===== config.mk =====
export PLATFORM = sky130hd
export DESIGN_NAME = rrt_ctrl
export DESIGN_NICKNAME = d
export VERILOG_FILES = /design/src/rrt_pkg.sv /design/src/rrt_ctrl.sv
export SDC_FILE = /design/constraint.sdc
export NUM_CORES = 1
export LEC_CHECK = 0
export BUFFER_PORTS_ARGS = -buffer_cell sky130_fd_sc_hd__buf_2
export CAP_MARGIN = 20
export CORE_ASPECT_RATIO = 1.75
export CORE_MARGIN = 1.5
export CORE_UTILIZATION = 30
export CTS_BUF_LIST = sky130_fd_sc_hd__clkbuf_16
export CTS_CLUSTER_SIZE = 24
export DETAILED_ROUTE_END_ITERATION = 8
export GPL_TIMING_DRIVEN = 0
export MAX_ROUTING_LAYER = met4
export SYNTH_ARGS = -nofsm -noshare
export SYNTH_HDL_FRONTEND = slang
export SYNTH_SLANG_ARGS = --single-unit

===== constraint.sdc =====
create_clock -name clk -period 2.7 [get_ports clk]
set_input_delay 0.27 -clock clk [delete_from_list [all_inputs] [get_ports clk]]
set_output_delay 0.27 -clock clk [all_outputs]
set_load 0.02 [all_outputs]

===== src/rrt_pkg.sv =====
`timescale 1ns / 1ps
`default_nettype none
package rrt_pkg;

  localparam int ROW_W     = 20;
  localparam int COL_W     = 14;
  localparam int RULE_W    = 5;
  localparam int TOTAL_W   = 6;
  localparam int MAX_RULES = 32;
  localparam logic [21:0] ROW_SPAN = 22'd1048576;
  localparam logic [15:0] COL_SPAN = 16'd16384;

  // operation codes
  localparam logic [2:0] FN_ADD_RULE = 3'd0;
  localparam logic [2:0] FN_ADD_AREA = 3'd1;
  localparam logic [2:0] FN_SUB_ALL  = 3'd2;
  localparam logic [2:0] FN_QUERY    = 3'd3;
  localparam logic [2:0] FN_SUB_RULE = 3'd4;

  // status codes
  localparam logic [2:0] ST_OK       = 3'd0;
  localparam logic [2:0] ST_BAD_AREA = 3'd1;
  localparam logic [2:0] ST_OVERLAP  = 3'd2;
  localparam logic [2:0] ST_BAD_IDX  = 3'd3;
  localparam logic [2:0] ST_FULL     = 3'd4;

  // one table entry, bottom and right inclusive
  typedef struct packed {
    logic [RULE_W-1:0] rule;
    logic [ROW_W-1:0]  top;
    logic [COL_W-1:0]  left;
    logic [ROW_W-1:0]  bottom;
    logic [COL_W-1:0]  right;
  } entry_t;

  // controller to datapath
  typedef struct packed {
    logic       load;
    logic       rd_en;
    logic       rd_other;
    logic       scan_eval;
    logic       split_eval;
    logic       piece;
    logic       ren_wr;
    logic       add_wr;
    logic       commit;
    logic       clr_i;
    logic       set_st;
    logic [2:0] st_code;
    logic       out_load;
  } cmd_t;

  // datapath to controller
  typedef struct packed {
    logic [2:0] func;
    logic       area_ok;
    logic       idx_bad;
    logic       overlap;
    logic       i_end;
    logic       ren_end;
    logic       over;
    logic       pend_empty;
    logic       rules_full;
    logic       table_full;
    logic       out_busy;
  } stat_t;

endpackage
`default_nettype wire


===== src/rrt_ctrl.sv =====
`timescale 1ns / 1ps
`default_nettype none
module rrt_ctrl
  import rrt_pkg::*;
(
  input  wire logic  clk,
  input  wire logic  rst_n,
  input  wire logic  in_valid,
  output logic       in_stall,
  input  wire stat_t stat,
  output cmd_t       cmd
);

  typedef enum logic [11:0] {
    S_IDLE     = 12'b000000000001,
    S_CHECK    = 12'b000000000010,
    S_SCAN_RD  = 12'b000000000100,
    S_SCAN_EV  = 12'b000000001000,
    S_ADD      = 12'b000000010000,
    S_SPLIT_RD = 12'b000000100000,
    S_SPLIT_EV = 12'b000001000000,
    S_PIECE    = 12'b000010000000,
    S_REN_RD   = 12'b000100000000,
    S_REN_WR   = 12'b001000000000,
    S_COMMIT   = 12'b010000000000,
    S_DONE     = 12'b100000000000
  } state_t;

  state_t state_r, state_nxt;

  assign in_stall = (state_r != S_IDLE);

  // state register
  always_ff @(posedge clk) begin
    if (!rst_n) state_r <= S_IDLE;
    else        state_r <= state_nxt;
  end

  // sequencing and commands
  always_comb begin
    state_nxt = state_r;
    cmd       = '0;
    unique case (state_r)
      S_IDLE: begin
        if (in_valid) begin
          cmd.load  = 1'b1;
          state_nxt = S_CHECK;
        end
      end
      S_CHECK: begin
        if (stat.func == FN_QUERY) begin
          state_nxt = S_SCAN_RD;
        end else if (stat.func != FN_ADD_RULE && stat.func != FN_ADD_AREA &&
                     stat.func != FN_SUB_ALL && stat.func != FN_SUB_RULE) begin
          state_nxt = S_DONE;
        end else if ((stat.func == FN_ADD_AREA || stat.func == FN_SUB_RULE) &&
                     stat.idx_bad) begin
          cmd.set_st  = 1'b1;
          cmd.st_code = ST_BAD_IDX;
          state_nxt   = S_DONE;
        end else if (!stat.area_ok) begin
          cmd.set_st  = 1'b1;
          cmd.st_code = ST_BAD_AREA;
          state_nxt   = S_DONE;
        end else if (stat.func == FN_ADD_RULE || stat.func == FN_ADD_AREA) begin
          state_nxt = S_SCAN_RD;
        end else begin
          state_nxt = S_SPLIT_RD;
        end
      end
      S_SCAN_RD: begin
        if (stat.i_end) begin
          state_nxt = (stat.func == FN_QUERY) ? S_DONE : S_ADD;
        end else begin
          cmd.rd_en = 1'b1;
          state_nxt = S_SCAN_EV;
        end
      end
      S_SCAN_EV: begin
        cmd.scan_eval = 1'b1;
        state_nxt     = S_SCAN_RD;
      end
      S_ADD: begin
        cmd.set_st = 1'b1;
        if (stat.overlap) begin
          cmd.st_code = ST_OVERLAP;
        end else if ((stat.func == FN_ADD_RULE && stat.rules_full) ||
                     stat.table_full) begin
          cmd.st_code = ST_FULL;
        end else begin
          cmd.st_code = ST_OK;
          cmd.add_wr  = 1'b1;
        end
        state_nxt = S_DONE;
      end
      S_SPLIT_RD: begin
        if (stat.i_end) begin
          if (stat.over) begin
            cmd.set_st  = 1'b1;
            cmd.st_code = ST_FULL;
            state_nxt   = S_DONE;
          end else begin
            cmd.clr_i = 1'b1;
            state_nxt = S_REN_RD;
          end
        end else begin
          cmd.rd_en = 1'b1;
          state_nxt = S_SPLIT_EV;
        end
      end
      S_SPLIT_EV: begin
        cmd.split_eval = 1'b1;
        state_nxt      = S_PIECE;
      end
      S_PIECE: begin
        if (stat.pend_empty) state_nxt = S_SPLIT_RD;
        else                 cmd.piece = 1'b1;
      end
      S_REN_RD: begin
        if (stat.ren_end) begin
          state_nxt = S_COMMIT;
        end else begin
          cmd.rd_en    = 1'b1;
          cmd.rd_other = 1'b1;
          state_nxt    = S_REN_WR;
        end
      end
      S_REN_WR: begin
        cmd.ren_wr = 1'b1;
        state_nxt  = S_REN_RD;
      end
      S_COMMIT: begin
        cmd.commit = 1'b1;
        state_nxt  = S_DONE;
      end
      S_DONE: begin
        if (!stat.out_busy) begin
          cmd.out_load = 1'b1;
          state_nxt    = S_IDLE;
        end
      end
      default: state_nxt = S_IDLE;
    endcase
  end

endmodule
`default_nettype wire


==> run summary <==
wire length of the first global-routing pass -> 4236 um
shortest clock period the worst path allows after layout -> 2.605 ns
Hold Violations, Final -> 0
root buffer cell -> clkbuf_16
source-to-sink clock delay at the later pin of the worst-skew pair -> 0.24 ns
commonest register cell after synthesis -> dfxtp_1
proportion of layout cells with a drive suffix above 1 -> 0.2436
CP Launch Type -> flip-flop
area taken by flip-flops and latches -> 240.2 um2
Mean Syn Cell Area -> 7.457 um2
Diodes inserted -> 0
number of antenna violations at the first check in global routing -> 0
number of nets still failing antenna checks after routing -> 0
detailed route wirelength on metal3 -> 86 um
Nets -> 173
leakage -> 0.5131 nW
cell area power density -> 464.3 mW/mm2
Slew Limit Fails -> 0
vias in the first global route -> 968
PnR worst setup slack -> 0.09507 ns
depth of the worst hold-timing path -> 3
number of enable flip-flop cells after synthesis -> 0
Die Span X -> 44.97 um
class of the tightest hold or removal check -> in -> reg
remaining global-route overflow -> 0
type of the worst setup path -> reg -> out
upper clock frequency limit -> 383.9 MHz
normalized max-slew margin -> 0.6145
clk_skew -> 0.002526 ns
die height -> 76.44 um
routed vias/inst -> 5.565
final-layout fill cell count -> 314
final RePlAce weighted congestion -> 0.7954
FF+latch count, synth -> 12
floorplan row count -> 26
final setup fails -> 0
Largest register FFs -> 12
count of buffers inserted at the top-level ports -> 28
Clock Pin Slew Worst Setup and Hold Paths -> 0.04 ns
starting density of the core -> 0.3158
share of the yosys chip area belonging to registers -> 0.2598
iteration count of the initial detailed-routing pass -> 3
combinational family with the most area after synthesis -> simple AND/OR/NAND/NOR gates
I/O pins -> 32
required time of the critical path -> 2.43 ns
number of buffers created by CTS -> 3
register name with the most flops -> state_r
Synth-to-Final Area Change -> 28.55%
# Max-Cap Violations -> 0
Setup Total Neg Slack -> 0 ns
Std-Cell Core Area -> 0.002928 mm2
Die ar. -> 0.003437 mm2
xor and xnor area share after synthesis -> 0.03789
async set or reset register ratio after synthesis -> 0
basic-gate share of the synthesized area counting and, or, nand and nor cells -> 0.4520
share of the synthesized area in compound gates (AO/OA/AOI/OAI) -> 0.2192
mux cell area share after synthesis -> 0.01083
final wirelength -> 2508 um
Synth Instances -> 124
Max H-tree Level -> 1
RSZ-0062 raised after global routing -> false
share of synthesized cell area in full adder, half adder and majority cells -> 0
TritonCTS clock tree -> yes
cell area after technology mapping -> 924.6 um2
Global Route Usage Sum -> 0.1674
total DRC errors in the routed layout -> 0
peak ir drop on the vdd network -> 0.1953 mV
Final period util -> 0.9648
count of distinct cell types in the synthesized netlist -> 40
number of buffers on the longest clock path -> 2
endpoint type of the worst setup path -> output port
depth of the worst register-to-register path -> 5
maximum fanout count along the critical path -> 7
Worst Max-Slew Pin Slew -> 0.5703 ns
M1 wire length -> 942 um
total nets after synthesis -> 140
DR WL/cell -> 13.63 um
HPWL after detailed placement -> 2015 um
routed vias -> 1,024
Initial DRC Count -> 24
worst path arrival time -> 2.33 ns
DR WL met2 -> 1385 um
Num Clock Sinks -> 12
Yosys Warn Count -> 0
maximum number of pins on one net before global-route repair -> 11
area taken by multi-input logic gates -> 675.6 um2
status -> finished clean
biggest regs -> state_r: 12 flops
pre-CTS WS -> 0.3847 ns
topmost layer with routed signal wires -> met4
==> per-stage QoR <==
step,utilization,std cells,cell area (um2),hold WS (ns),power (mW)
floorplan,-,124,924.6,0.3838,0.2461
global placement,0.3756,180,1100,0.5152,0.2747
detailed placement,0.3756,180,1100,0.5164,0.2765
CTS,0.4026,184,1179,0.2663,0.5534
global route,0.4060,184,1189,0.3136,0.5750
finish,0.4060,184,1189,0.2670,0.5518
==> cell usage in the layout, fill, tap and decap left out, types with 2 or more instances in the layout <==
| cell type | n |
|---|---|
| clkbuf_1 | 2 |
| dfxtp_1 | 12 |
| nor2_1 | 15 |
| inv_1 | 2 |
| nor3_1 | 5 |
| nor4_1 | 2 |
| buf_2 | 28 |
| nand2_1 | 12 |
| o21a_1 | 2 |
| a211oi_1 | 3 |
| clkbuf_16 | 3 |
| nor4b_1 | 5 |
| a21oi_1 | 6 |
| or4_1 | 3 |
| nor2b_1 | 5 |
| and4b_1 | 2 |
| xor2_1 | 4 |
| nand3_1 | 3 |
| nand3b_1 | 3 |
| o21ai_0 | 12 |
| nand2b_1 | 4 |
==> worst max-delay path, stage by stage (launching register included) <==
cell and delay, ns:
dfxtp_1 0.35, or4_4 0.59, or4_1 0.55, nor2b_1 0.20
a21oi_1 0.07, o22ai_1 0.14, buf_2 0.18
==> cell usage after synthesis, types with 3 or more instances <==
| library cell | number | area [um2] |
|---|---|---|
| a21oi_1 | 6 | 30.03 |
| a211oi_1 | 3 | 22.52 |
| xor2_1 | 4 | 35.03 |
| or4_1 | 3 | 22.52 |
| nor4b_1 | 5 | 43.79 |
| o21ai_0 | 12 | 60.06 |
| nor2_1 | 15 | 56.30 |
| nor2b_1 | 5 | 31.28 |
| nand2b_1 | 4 | 25.02 |
| nor3_1 | 6 | 30.03 |
| nand3_1 | 3 | 15.01 |
| nand2_1 | 12 | 45.04 |
| nand3b_1 | 3 | 22.52 |
| dfxtp_1 | 12 | 240.2 |
==> path summary, 6_finish.rpt <==
path                                  from          end  slack (ns)
worst max-delay path            state_r[8]      cmd[13]         0.1
worst min-delay path               stat[5]  state_r[10]        0.27
worst max register to register  state_r[7]   state_r[5]        0.57
worst min register to register  state_r[8]  state_r[10]        0.61
==> kinds of logic (layout without fill, tap and decap cells) <==
logic type,count (synthesis),in the layout
flip-flops,12,12
AO/OA/AOI/OAI,30,30
buffers and inverters,5,37
XOR/XNOR,4,4
AND/OR/NAND/NOR,72,72
multiplexers,1,1
==> report_power, final <==
part	leakage [nW]	internal, mW	switching [mW]
logic	0.377	0.0352	0.0540
clock network	0.0385	0.195	0.0815
registers	0.0971	0.181	0.00438
total	0.513	0.412	0.140
==> routing by layer <==
metal / vias to the layer above / GRT usage
met3: 7 / 0.02133
li1: 525 / -
met5: - / -
met2: 27 / 0.2886
met4: 0 / 0.1118
met1: 465 / 0.1611
==> what timing repair did <==
action,4_1_cts,5_1_grt
gates resized for setup,0,2
hold buffers,0,0
setup endpoints to repair,0,2
setup buffers,0,0
==> area by class of cell <==
class,instances,share of cell area
Tap cell,28,0.02947
Clock inverter,1,0.003158
Clock buffer,3,0.06316
Buffer,3,0.009474
Timing Repair Buffer,28,0.1179
Sequential cell,12,0.2021
Multi-Input combinational cell,107,0.5684
Inverter,2,0.006316
No activity file was read; power rests on OpenSTA's default activity.
